### config.mk
export PLATFORM = sky130hd
export DESIGN_NAME = hsv_to_rgb_pixel_unit
export DESIGN_NICKNAME = d
export VERILOG_FILES = /design/src/hdl/h2r_pkg.sv /design/src/hdl/h2r_flow.sv /design/src/hdl/h2r_hue_split.sv /design/src/hdl/h2r_chan_div.sv /design/src/hdl/h2r_order.sv /design/src/hdl/hsv_to_rgb_pixel_unit.sv
export SDC_FILE = /design/constraint.sdc
export NUM_CORES = 2
export LEC_CHECK = 0
export BUFFER_PORTS_ARGS = -buffer_cell sky130_fd_sc_hd__buf_4
export CAP_MARGIN = 20
export CORE_ASPECT_RATIO = 0.9
export CORE_MARGIN = 3
export CORE_UTILIZATION = 45
export DETAILED_ROUTE_END_ITERATION = 8
export PLACE_DENSITY = 0.65
export REMOVE_ABC_BUFFERS = 1
export SLEW_MARGIN = 20
export SYNTH_ARGS = -nofsm -noshare
export SYNTH_HDL_FRONTEND = slang
export SYNTH_HIERARCHICAL = 1
export SYNTH_SLANG_ARGS = --single-unit
### constraint.sdc
create_clock -name clk_i -period 10.85 [get_ports clk_i]
set_clock_uncertainty 0.15 [all_clocks]
set_input_delay 1.085 -clock clk_i [delete_from_list [all_inputs] [get_ports clk_i]]
set_output_delay 1.085 -clock clk_i [all_outputs]
set_load 0.01 [all_outputs]
### src/hdl/h2r_pkg.sv
`timescale 1ns / 1ps
`default_nettype none

package h2r_pkg;

  // Field widths.
  localparam int unsigned HUE_FRAC_BITS = 6;
  localparam int unsigned HUE_W         = 15;
  localparam int unsigned CH_W          = 8;
  localparam int unsigned CH_MAX        = 255;

  // Hue geometry: one sector spans 60 degrees, a full turn 360 degrees.
  localparam int unsigned SECTOR_SPAN = 60 << HUE_FRAC_BITS;
  localparam int unsigned FULL_TURN   = 360 << HUE_FRAC_BITS;
  localparam int unsigned SPAN_W      = $clog2(SECTOR_SPAN + 1);

  // Channel divide: value = round(bri * (DEN - sat * w) / DEN).
  localparam int unsigned DEN       = CH_MAX * SECTOR_SPAN;
  localparam int unsigned HALF_DEN  = DEN / 2;
  localparam int unsigned DIFF_W    = CH_W + SPAN_W;
  localparam int unsigned NUM_W     = CH_W + DIFF_W;

  // DEN = 255 * 15 * 2^(HUE_FRAC_BITS + 2): shift off the power of two, then
  // divide by the odd part with a reciprocal multiply and one correction.
  localparam int unsigned DEN_SHIFT   = HUE_FRAC_BITS + 2;
  localparam int unsigned DEN_ODD     = DEN >> DEN_SHIFT;
  localparam int unsigned ODD_W       = $clog2(DEN_ODD + 1);
  localparam int unsigned X_W         = NUM_W - DEN_SHIFT;
  localparam int unsigned RECIP_SHIFT = 32;
  localparam longint unsigned RECIP_K = (64'd1 << RECIP_SHIFT) / DEN_ODD;
  localparam int unsigned K_W         = $clog2(RECIP_K + 1);
  localparam int unsigned PROD_W      = X_W + K_W;
  localparam int unsigned QM_W        = CH_W + ODD_W;

  // Pipeline stage positions.
  localparam int unsigned NUM_ST     = 7;
  localparam int unsigned ST_WRAP    = 0;
  localparam int unsigned ST_SPLIT   = 1;
  localparam int unsigned ST_MUL     = 2;
  localparam int unsigned ST_NUM     = 3;
  localparam int unsigned ST_RECIP   = 4;
  localparam int unsigned ST_EST     = 5;
  localparam int unsigned ST_OUT     = 6;
  localparam int unsigned LANE_DEPTH = ST_EST - ST_MUL + 1;

  typedef logic [CH_W-1:0] chan_t;

  // Hue sector, named by the color edge it runs along.
  typedef enum logic [2:0] {
    SEC_R_TO_Y = 3'd0,
    SEC_Y_TO_G = 3'd1,
    SEC_G_TO_C = 3'd2,
    SEC_C_TO_B = 3'd3,
    SEC_B_TO_M = 3'd4,
    SEC_M_TO_R = 3'd5
  } sector_e;

  // Per-stage load enables and valid bits.
  typedef struct packed {
    logic [NUM_ST-1:0] adv;
    logic [NUM_ST-1:0] vld;
  } flow_t;

endpackage

`default_nettype wire

### src/hdl/h2r_flow.sv
`timescale 1ns / 1ps
`default_nettype none

module h2r_flow (
  input  logic            clk_i,
  input  logic            rst_ni,
  input  logic            in_valid_i,
  input  logic            out_stall_i,
  output h2r_pkg::flow_t  flow_o,
  output logic            in_stall_o
);
  import h2r_pkg::*;

  logic [NUM_ST-1:0] vld_q;
  logic [NUM_ST-1:0] vld_d;
  logic [NUM_ST:0]   ready;

  // A stage can load when it is empty or its content moves on this cycle.
  always_comb begin
    ready[NUM_ST] = !out_stall_i;
    for (int k = NUM_ST - 1; k >= 0; k--) begin
      ready[k] = !vld_q[k] || ready[k + 1];
    end
  end

  // Valid bits follow the data; a loading stage takes its upstream valid.
  always_comb begin
    vld_d = (ready[NUM_ST-1:0] & {vld_q[NUM_ST-2:0], in_valid_i})
          | (~ready[NUM_ST-1:0] & vld_q);
  end

  always_ff @(posedge clk_i or negedge rst_ni) begin
    if (!rst_ni) begin
      vld_q <= '0;
    end else begin
      vld_q <= vld_d;
    end
  end

  always_comb begin
    flow_o.adv = ready[NUM_ST-1:0];
    flow_o.vld = vld_q;
    in_stall_o = !ready[0];
  end

endmodule

`default_nettype wire

### src/hdl/h2r_hue_split.sv
`timescale 1ns / 1ps
`default_nettype none

module h2r_hue_split (
  input  logic                         clk_i,
  input  h2r_pkg::flow_t               flow_i,
  input  logic [h2r_pkg::HUE_W-1:0]    hue_i,
  input  logic [h2r_pkg::CH_W-1:0]     saturation_i,
  input  logic [h2r_pkg::CH_W-1:0]     brightness_i,
  output h2r_pkg::sector_e             sector_o,
  output logic [h2r_pkg::SPAN_W-1:0]   offset_o,
  output logic [h2r_pkg::CH_W-1:0]     sat_o,
  output logic [h2r_pkg::CH_W-1:0]     bri_o
);
  import h2r_pkg::*;

  logic [HUE_W-1:0]  hm_d;
  logic [HUE_W-1:0]  hm_q;
  logic [CH_W-1:0]   sat0_q;
  logic [CH_W-1:0]   bri0_q;
  sector_e           sec_d;
  sector_e           sec_q;
  logic [HUE_W-1:0]  base;
  logic [SPAN_W-1:0] offset_d;
  logic [SPAN_W-1:0] offset_q;
  logic [CH_W-1:0]   sat1_q;
  logic [CH_W-1:0]   bri1_q;

  // Wrap hues at or above a full turn; the input range needs one subtraction.
  always_comb begin
    if (hue_i >= HUE_W'(FULL_TURN)) begin
      hm_d = hue_i - HUE_W'(FULL_TURN);
    end else begin
      hm_d = hue_i;
    end
  end

  always_ff @(posedge clk_i) begin
    if (flow_i.adv[ST_WRAP]) begin
      hm_q   <= hm_d;
      sat0_q <= saturation_i;
      bri0_q <= brightness_i;
    end
  end

  // Find the sector by comparing against the sector boundaries.
  always_comb begin
    priority if (hm_q >= HUE_W'(5 * SECTOR_SPAN)) begin
      sec_d = SEC_M_TO_R;
      base  = HUE_W'(5 * SECTOR_SPAN);
    end else if (hm_q >= HUE_W'(4 * SECTOR_SPAN)) begin
      sec_d = SEC_B_TO_M;
      base  = HUE_W'(4 * SECTOR_SPAN);
    end else if (hm_q >= HUE_W'(3 * SECTOR_SPAN)) begin
      sec_d = SEC_C_TO_B;
      base  = HUE_W'(3 * SECTOR_SPAN);
    end else if (hm_q >= HUE_W'(2 * SECTOR_SPAN)) begin
      sec_d = SEC_G_TO_C;
      base  = HUE_W'(2 * SECTOR_SPAN);
    end else if (hm_q >= HUE_W'(SECTOR_SPAN)) begin
      sec_d = SEC_Y_TO_G;
      base  = HUE_W'(SECTOR_SPAN);
    end else begin
      sec_d = SEC_R_TO_Y;
      base  = '0;
    end
    offset_d = SPAN_W'(hm_q - base);
  end

  always_ff @(posedge clk_i) begin
    if (flow_i.adv[ST_SPLIT]) begin
      sec_q    <= sec_d;
      offset_q <= offset_d;
      sat1_q   <= sat0_q;
      bri1_q   <= bri0_q;
    end
  end

  assign sector_o = sec_q;
  assign offset_o = offset_q;
  assign sat_o    = sat1_q;
  assign bri_o    = bri1_q;

endmodule

`default_nettype wire

### src/hdl/h2r_chan_div.sv
`timescale 1ns / 1ps
`default_nettype none

module h2r_chan_div (
  input  logic                        clk_i,
  input  h2r_pkg::flow_t              flow_i,
  input  logic [h2r_pkg::SPAN_W-1:0]  weight_i,
  input  logic [h2r_pkg::CH_W-1:0]    sat_i,
  input  logic [h2r_pkg::CH_W-1:0]    bri_i,
  output h2r_pkg::chan_t              value_o
);
  import h2r_pkg::*;

  logic [DIFF_W-1:0] sw_d;
  logic [DIFF_W-1:0] sw_q;
  logic [CH_W-1:0]   bri2_q;
  logic [DIFF_W-1:0] diff;
  logic [NUM_W-1:0]  num_d;
  logic [NUM_W-1:0]  num_q;
  logic [X_W-1:0]    x_d;
  logic [X_W-1:0]    x4_q;
  logic [PROD_W-1:0] prod_d;
  logic [PROD_W-1:0] prod_q;
  logic [CH_W-1:0]   qe_d;
  logic [CH_W-1:0]   qe_q;
  logic [QM_W-1:0]   qm_d;
  logic [QM_W-1:0]   qm_q;
  logic [X_W-1:0]    x5_q;
  logic [X_W-1:0]    rem;

  // Saturation times the sector weight.
  assign sw_d = sat_i * weight_i;

  always_ff @(posedge clk_i) begin
    if (flow_i.adv[ST_MUL]) begin
      sw_q   <= sw_d;
      bri2_q <= bri_i;
    end
  end

  // Numerator with the rounding half already added.
  assign diff  = DIFF_W'(DEN) - sw_q;
  assign num_d = bri2_q * diff + NUM_W'(HALF_DEN);

  always_ff @(posedge clk_i) begin
    if (flow_i.adv[ST_NUM]) begin
      num_q <= num_d;
    end
  end

  // Drop the power-of-two factor of the divisor, then multiply by the
  // reciprocal of its odd part.
  assign x_d    = num_q[NUM_W-1:DEN_SHIFT];
  assign prod_d = x_d * K_W'(RECIP_K);

  always_ff @(posedge clk_i) begin
    if (flow_i.adv[ST_RECIP]) begin
      prod_q <= prod_d;
      x4_q   <= x_d;
    end
  end

  // The quotient estimate is exact or one short; form its product back.
  assign qe_d = prod_q[RECIP_SHIFT +: CH_W];
  assign qm_d = qe_d * ODD_W'(DEN_ODD);

  always_ff @(posedge clk_i) begin
    if (flow_i.adv[ST_EST]) begin
      qe_q <= qe_d;
      qm_q <= qm_d;
      x5_q <= x4_q;
    end
  end

  // Correct the estimate when the remainder reaches the divisor.
  assign rem = x5_q - X_W'(qm_q);

  always_comb begin
    if (rem >= X_W'(DEN_ODD)) begin
      value_o = qe_q + CH_W'(1);
    end else begin
      value_o = qe_q;
    end
  end

endmodule

`default_nettype wire

### src/hdl/h2r_order.sv
`timescale 1ns / 1ps
`default_nettype none

module h2r_order (
  input  logic                      clk_i,
  input  h2r_pkg::flow_t            flow_i,
  input  h2r_pkg::sector_e          sector_i,
  input  logic [h2r_pkg::CH_W-1:0]  bri_i,
  input  h2r_pkg::chan_t            p_i,
  input  h2r_pkg::chan_t            q_i,
  input  h2r_pkg::chan_t            t_i,
  output h2r_pkg::chan_t            red_o,
  output h2r_pkg::chan_t            green_o,
  output h2r_pkg::chan_t            blue_o
);
  import h2r_pkg::*;

  sector_e   sec_q [LANE_DEPTH];
  chan_t     bri_q [LANE_DEPTH];
  sector_e   sec_last;
  chan_t     v_val;
  chan_t     red_d;
  chan_t     green_d;
  chan_t     blue_d;
  chan_t     red_q;
  chan_t     green_q;
  chan_t     blue_q;

  // Carry the sector and brightness alongside the channel dividers.
  always_ff @(posedge clk_i) begin
    if (flow_i.adv[ST_MUL]) begin
      sec_q[0] <= sector_i;
      bri_q[0] <= bri_i;
    end
    for (int k = 1; k < LANE_DEPTH; k++) begin
      if (flow_i.adv[ST_MUL + k]) begin
        sec_q[k] <= sec_q[k - 1];
        bri_q[k] <= bri_q[k - 1];
      end
    end
  end

  assign sec_last = sec_q[LANE_DEPTH-1];
  assign v_val    = bri_q[LANE_DEPTH-1];

  // The sector decides which value goes to which channel.
  always_comb begin
    unique case (sec_last)
      SEC_R_TO_Y: begin
        red_d = v_val; green_d = t_i;   blue_d = p_i;
      end
      SEC_Y_TO_G: begin
        red_d = q_i;   green_d = v_val; blue_d = p_i;
      end
      SEC_G_TO_C: begin
        red_d = p_i;   green_d = v_val; blue_d = t_i;
      end
      SEC_C_TO_B: begin
        red_d = p_i;   green_d = q_i;   blue_d = v_val;
      end
      SEC_B_TO_M: begin
        red_d = t_i;   green_d = p_i;   blue_d = v_val;
      end
      default: begin
        red_d = v_val; green_d = p_i;   blue_d = q_i;
      end
    endcase
  end

  always_ff @(posedge clk_i) begin
    if (flow_i.adv[ST_OUT]) begin
      red_q   <= red_d;
      green_q <= green_d;
      blue_q  <= blue_d;
    end
  end

  assign red_o   = red_q;
  assign green_o = green_q;
  assign blue_o  = blue_q;

endmodule

`default_nettype wire

### src/hdl/hsv_to_rgb_pixel_unit.sv
`timescale 1ns / 1ps
`default_nettype none

// Converts one hue/saturation/brightness pixel to 8-bit red, green and blue
// with the hexcone scheme, each channel rounded to nearest (halves round up).
// Hue is in degrees with six fraction bits and wraps at 360 degrees. The unit
// takes one pixel every clock cycle while its input is not stalled. The seven
// register stages are: hue wrap, sector split, saturation-weight product,
// numerator multiply-add, reciprocal multiply, quotient estimate, and the
// output register. The q, t and p values each have their own divider lane. A
// stall on the output fills empty stages first; the input stalls only when
// every stage holds a pixel.

module hsv_to_rgb_pixel_unit (
  input  logic                       clk_i,
  input  logic                       rst_ni,
  input  logic                       in_valid_i,
  output logic                       in_stall_o,
  input  logic [h2r_pkg::HUE_W-1:0]  hue_i,
  input  logic [h2r_pkg::CH_W-1:0]   saturation_i,
  input  logic [h2r_pkg::CH_W-1:0]   brightness_i,
  output logic                       out_valid_o,
  input  logic                       out_stall_i,
  output logic [h2r_pkg::CH_W-1:0]   red_o,
  output logic [h2r_pkg::CH_W-1:0]   green_o,
  output logic [h2r_pkg::CH_W-1:0]   blue_o
);
  import h2r_pkg::*;

  flow_t             flow;
  sector_e           sector;
  logic [SPAN_W-1:0] offset;
  logic [SPAN_W-1:0] t_weight;
  logic [CH_W-1:0]   sat;
  logic [CH_W-1:0]   bri;
  chan_t             p_val;
  chan_t             q_val;
  chan_t             t_val;

  // Stage valid bits and load enables.
  h2r_flow u_flow (
    .clk_i       (clk_i),
    .rst_ni      (rst_ni),
    .in_valid_i  (in_valid_i),
    .out_stall_i (out_stall_i),
    .flow_o      (flow),
    .in_stall_o  (in_stall_o)
  );

  // Hue wrap and sector split.
  h2r_hue_split u_split (
    .clk_i        (clk_i),
    .flow_i       (flow),
    .hue_i        (hue_i),
    .saturation_i (saturation_i),
    .brightness_i (brightness_i),
    .sector_o     (sector),
    .offset_o     (offset),
    .sat_o        (sat),
    .bri_o        (bri)
  );

  // q weighs by the offset, t by the rest of the sector, p by the full span.
  assign t_weight = SPAN_W'(SECTOR_SPAN) - offset;

  h2r_chan_div u_div_q (
    .clk_i    (clk_i),
    .flow_i   (flow),
    .weight_i (offset),
    .sat_i    (sat),
    .bri_i    (bri),
    .value_o  (q_val)
  );

  h2r_chan_div u_div_t (
    .clk_i    (clk_i),
    .flow_i   (flow),
    .weight_i (t_weight),
    .sat_i    (sat),
    .bri_i    (bri),
    .value_o  (t_val)
  );

  h2r_chan_div u_div_p (
    .clk_i    (clk_i),
    .flow_i   (flow),
    .weight_i (SPAN_W'(SECTOR_SPAN)),
    .sat_i    (sat),
    .bri_i    (bri),
    .value_o  (p_val)
  );

  // Channel ordering and output register.
  h2r_order u_order (
    .clk_i    (clk_i),
    .flow_i   (flow),
    .sector_i (sector),
    .bri_i    (bri),
    .p_i      (p_val),
    .q_i      (q_val),
    .t_i      (t_val),
    .red_o    (red_o),
    .green_o  (green_o),
    .blue_o   (blue_o)
  );

  assign out_valid_o = flow.vld[ST_OUT];

endmodule

`default_nettype wire

; Word level (Yosys, flattened, before mapping)
; Memories as Yosys holds them, arrays and structs flattened.
; Cells that the tools add are included.
[totals]
output_inout_bits = 26
register_bits = 561
ram_bits = 44
elab_cells = 126
rom_bits = 0
n_memories = 2
latchBits = 0
[memory_table]
columns = memory, words, width, read_ports, rd_clocked_by_memory_dff, write_ports, line_no
row1 = u_order.bri_q, 4, 8, 4, 0, 4, h2r_order.sv:19  ; chan_t bri_q [LANE_DEPTH];
row2 = u_order.sec_q, 4, 3, 4, 0, 4, h2r_order.sv:18  ; sector_e sec_q [LANE_DEPTH];
[op_classes]
n_shift = 0
n_addsub = 15
n_lt_le_gt_ge = 9
n_mux = 24
n_reduce_logical = 22
n_bitwise = 4
eq_ne = 4
n_mul = 12
div_mod_pow = 0
[ops]
columns = op, n
row1 = $mul A20 B21 Y40 const B, 3
row2 = $add A28 B19 Y28 const B, 3
row3 = $mul A8 B20 Y28, 3
row4 = $pmux W8 S3, 3
row5 = $ge A20 B12 Y1 const B, 3
row6 = $mul A8 B12 Y20 const B, 3
row7 = $mux W12, 5
row8 = $sub A20 B20 Y20, 3
row9 = $sub A20 B20 Y20 const A, 3
row10 = $mul A8 B12 Y20, 2
row11 = $ge A15 B14 Y1 const B, 2
row12 = $ge A15 B15 Y1 const B, 2
row13 = $add A8 B1 Y8 const B, 3
row14 = $mux W8, 3
row15 = $ge A15 B12 Y1 const B, 1
row16 = $ge A15 B13 Y1 const B, 1
row17 = $mux W15, 1
row18 = $sub A15 B15 Y15 const B, 1
row19 = $and A7 B7 Y7, 2
row20 = $mul A8 B4 Y12 const B, 1
row21 = $sub A12 B12 Y12, 1
row22 = $sub A12 B12 Y12 const A, 1
row23 = $mux W1, 10
row24 = $reduce_or A2 Y1, 5
row25 = other kinds (9), 25

; Depth between registers and ports, before layout
[depth]
depth_word = 11
mapped_depth = 28
depth_no_buf = 28

; Hierarchy
; The synthesis kept the hierarchy.
[modules_own_cells]
columns = mod, cells_per_inst, area_each_um2, seq_area_each_um2, n_inst
row1 = h2r_chan_div (u_div_q), 1938, 19545.0, 3603.5, 1
row2 = h2r_chan_div (u_div_t), 1907, 19446.2, 3603.5, 1
row3 = h2r_chan_div (u_div_p), 1910, 19417.4, 3603.5, 1
row4 = h2r_order, 209, 2986.6, 2042.0, 1
row5 = h2r_hue_split, 134, 2306.0, 1861.8, 1
row6 = h2r_flow, 26, 299.0, 175.2, 1
row7 = hsv_to_rgb_pixel_unit, 29, 210.2, 0.0, 1

; Worst setup path after synthesis
; OpenSTA, ideal clock, no wires.
[synth_path]
path_kind = register to register
from = register u_div_q.sw_q[4]
to = register u_div_q.num_q[27] (data pin)
setup_slack_ns = 4.108
path_stages_with_launch = 29
t_arrival_ns = 6.333
required_time_ns = 10.440
period_less_slack_ns = 6.742
setup_ns = 0.260
path_cell_list = edfxtp_1 or3_1 or3_1 nor2_1 nand2_1 and2_1 nand2b_1 nor2b_1 o21ai_1 xor2_1 nand2_1 fa_1 inv_1 fa_1 fa_1 inv_1 fa_1 inv_1 ha_1 nand4_1 a21oi_1 a221oi_1 o32ai_1 o211ai_1 a21oi_1 a2111oi_2 o21bai_1 a21oi_1 xnor2_1
[synth_via]
elab_chain_len = 3
[synth_lines]
columns = item, line_no
row1 = from (decl), h2r_chan_div.sv:15  ; logic [DIFF_W-1:0] sw_q;
row2 = from (signal assigned), h2r_chan_div.sv:36  ; sw_q <= sw_d;
row3 = $sub A20 B20 Y20, h2r_chan_div.sv:42  ; assign diff = DIFF_W'(DEN) - sw_q;
row4 = $mul A8 B20 Y28, h2r_chan_div.sv:43  ; assign num_d = bri2_q * diff + NUM_W'(HALF_DEN);
row5 = $add A28 B19 Y28, h2r_chan_div.sv:43
row6 = via u_div_q.num_d[27], h2r_chan_div.sv:18  ; logic [NUM_W-1:0] num_d;
row7 = to (signal assigned), h2r_chan_div.sv:47  ; num_q <= num_d;
row8 = to (decl), h2r_chan_div.sv:19  ; logic [NUM_W-1:0] num_q;
; The timed path passes the listed nets, and every way through them passes these cells.
; A chain may end at the register's enable or synchronous reset.

; Worst setup path in the final report
; Ends and elaborated chain as after synthesis.

==> qor.csv <==
metric;value;unit
status;complete, no violations;
end of the worst register-to-register path;u_div_q/num_q[27];
Post-CTS Resized;0;
Max Slew Vio Count;0;
clk root buf;clkbuf_16;
Tot GR Track Use;18.58;%
RSZ-0062 raised after global routing;no;
Crit. Startpoint;u_div_q/sw_q[4];
hold buffers post-CTS;1;
Mapped Area;0.06421;mm2
synth-to-layout area growth;7.769;%
final critical-path required period;7.476;ns
Crit Path Max Fanout;8;
TritonCTS buffer count;56;
critical path's slowest cell;fa_1;
setup ws final;3.374;ns
layout cells sized above 1;3.980;%
Routed wire per std cell;16.10;um
post-route ant nets;0;
Worst setup endpoint;u_div_q/num_q[27];
H-tree depth;2;
Die W;404.2;um
Ys Warns;6;
number of global-route vias before repair;43620;
Startpoint Class;flop;
top cells by area, synth;fa_1 26%, edfxtp_1 23%, ha_1 21%;
Worst Path Required;11.10;ns
Hold Vio Cnt, Final;0;
# setup viols final;0;
via count;41450;
max-cap viol count;0;
async set-reset flop share out of synthesis;1.408;%
pin count of the biggest net entering global routing;76;
Synth Instances;6153;
core area;0.1407;mm2
DP Worst Slack;3.421;ns
design area;0.06920;mm2
r2r setup slk;3.37;ns
most common library cell in the layout ignoring fill and taps;inv_1;
Buf/Inv on CP;3;
nets;8234;
Skew-Pair Late Insertion Delay;0.69;ns
Max Freq;133.8;MHz
Die Y-Extent;364.4;um
Top delay family on crit path;adder cells;
CTS clock-pin slew for the worst setup and hold paths;0.06;ns
total wire length;132100;um
Setup Crit Path Kind;reg2reg;
ratio of final minimum period to clock period;68.91;%
total clock sinks;497;
Placed Cells;8101;
CP most frequent cell;fa_1;
non-filler instance count after layout;8204;
initial core utilization;45.64;%
Initial DRT Pass Iterations;6;
std cell rows;130;
most frequent cells in the layout;1389 x inv_1, 1058 x ha_1, 829 x fa_1;
sequential fraction of the synthesis area;23.19;%
number of synthesized register bits;497;
count of input and output buffers;60;
R2R depth;28;
number of vias per cell;5.052;
Post-synth EDFFs;490;
Worst-Margin Slew;1.002;ns
DR DRC count;0;
ANT cells;0;
Distinct cells, synth;102;
worst path arrival time;7.72;ns
die area;0.1473;mm2
CTS max path bufs;3;
Hold Crit Class;reg2reg;
Synth Flop Type;edfxtp_1;
number of I/O pins;61;
cell depth of the worst setup path;28;
initial antenna violation count;8;
placed inst area;0.06725;mm2
Initial DRC Count;1886;
worst reg2reg path startpoint;u_div_q/sw_q[4];
gp weighted congestion;0.8614;
Mean Syn Cell Area;10.44;um2
Synth top area share;25.85;%
Fin Setup TNS;0;ns
first-pass GRT wire length;221500;um
Post-CTS Setup Inserts;0;
Worst setup EP type;flop;
post-synth top area cell;fa_1;
CP max stage delay;0.52;ns
Max-Slew Margin vs Limit;33.03;%
Remaining Overflow, GRT;0;
CTS tree;built;
hpwl dp;108300;um
worst register-to-register path, delay by kind of cell, from the launching register on:
kind / cells / cell delay [ns]
and+or+nand+nor: 9 / 1.82
DFF: 1 / 0.41
adders and majority gates: 5 / 2.37
AOI/OAI and AO/OA: 9 / 1.77
buffers and inverters: 3 / 0.15
xor gates and xnor gates: 2 / 0.57
state kept, by name, summed over array words and instances, names as in the netlist, 15 cells and up, named ones only:
| register | cells |
|---|---|
| u_div_q/sw_q | 20 |
| u_div_q/x5_q | 20 |
| u_div_q/x4_q | 20 |
| u_div_t/sw_q | 20 |
| u_order/bri_q | 32 |
| u_div_t/num_q | 20 |
| u_div_q/num_q | 20 |
| u_div_q/qm_q | 16 |
| u_div_p/qm_q | 16 |
| u_div_t/x4_q | 20 |
| u_div_p/x5_q | 20 |
| u_split/hm_q | 15 |
| u_div_t/qm_q | 16 |
| u_div_t/x5_q | 20 |
| u_div_p/x4_q | 20 |
| u_div_p/sw_q | 20 |
| u_div_p/num_q | 20 |
cells in the mapped netlist (all sizes together), types with 84 or more instances:
library cell and number:
ha 1058, xor2 92, fa 829, nand2 425, a21oi 139, edfxtp 490, xnor2 179, o21ai 127
and2 444, inv 1390, nor3 84, nor2 159
per-layer routing:
metal,vias to the layer above,track usage (%),share of wire [%]
li1,20120,-,-
met1,20520,26.05,47
met2,686,30.97,46
met3,122,2.506,4.6
met4,2,3.728,1.8
met5,-,0,0.0091
cells by family (layout without fill, tap and decap cells):
group	after synthesis	in the layout	synth area share (%)
buf+inv	1475	1584	8.669
mux	16	16	0.2533
compound gates	579	579	6.105
other cells	2	96	0.01170
xor+xnor	271	271	3.708
simple gates	1426	1426	11.60
fa+ha+maj	1887	1887	46.46
flops	497	497	23.19
through the flow:
stage,hold WS [ns],util (%)
after global routing,0.2318,49.18
after detailed placement,0.2545,47.80
final,0.2292,49.18
after global placement,0.2508,47.80
after CTS,0.2238,49.18
after floorplan,0.2503,-
area by class of cell:
| cell class | count | area [um2] |
|---|---|---|
| Tap cell | 1848 | 2312 |
| Timing Repair Buffer | 92 | 693.2 |
| Inverter | 1390 | 5223 |
| Fill cell | 12600 | 71500 |
| Sequential cell | 497 | 14890 |
| Clock buffer | 60 | 1416 |
| Multi-Input combinational cell | 4275 | 44140 |
| Clock inverter | 42 | 525.5 |
how the worst min path moves through the flow:
stage                     startpoint                to  slack [ns]  cells past startpoint
finish               u_div_p/x4_q[9]   u_div_p/x5_q[9]        0.23                      0
global route        u_div_p/x4_q[14]  u_div_p/x5_q[14]        0.23                      0
CTS                 u_div_p/x4_q[14]  u_div_p/x5_q[14]        0.22                      0
detailed placement  u_div_p/x4_q[14]  u_div_p/x5_q[14]        0.25                      0
global placement     u_div_q/x4_q[3]   u_div_q/x5_q[3]        0.25                      0
floorplan            u_div_p/x4_q[0]   u_div_p/x5_q[0]        0.25                      0
Power is not shown: default switching activity piles up to over one toggle a cycle in this logic, so the estimate is an artifact.
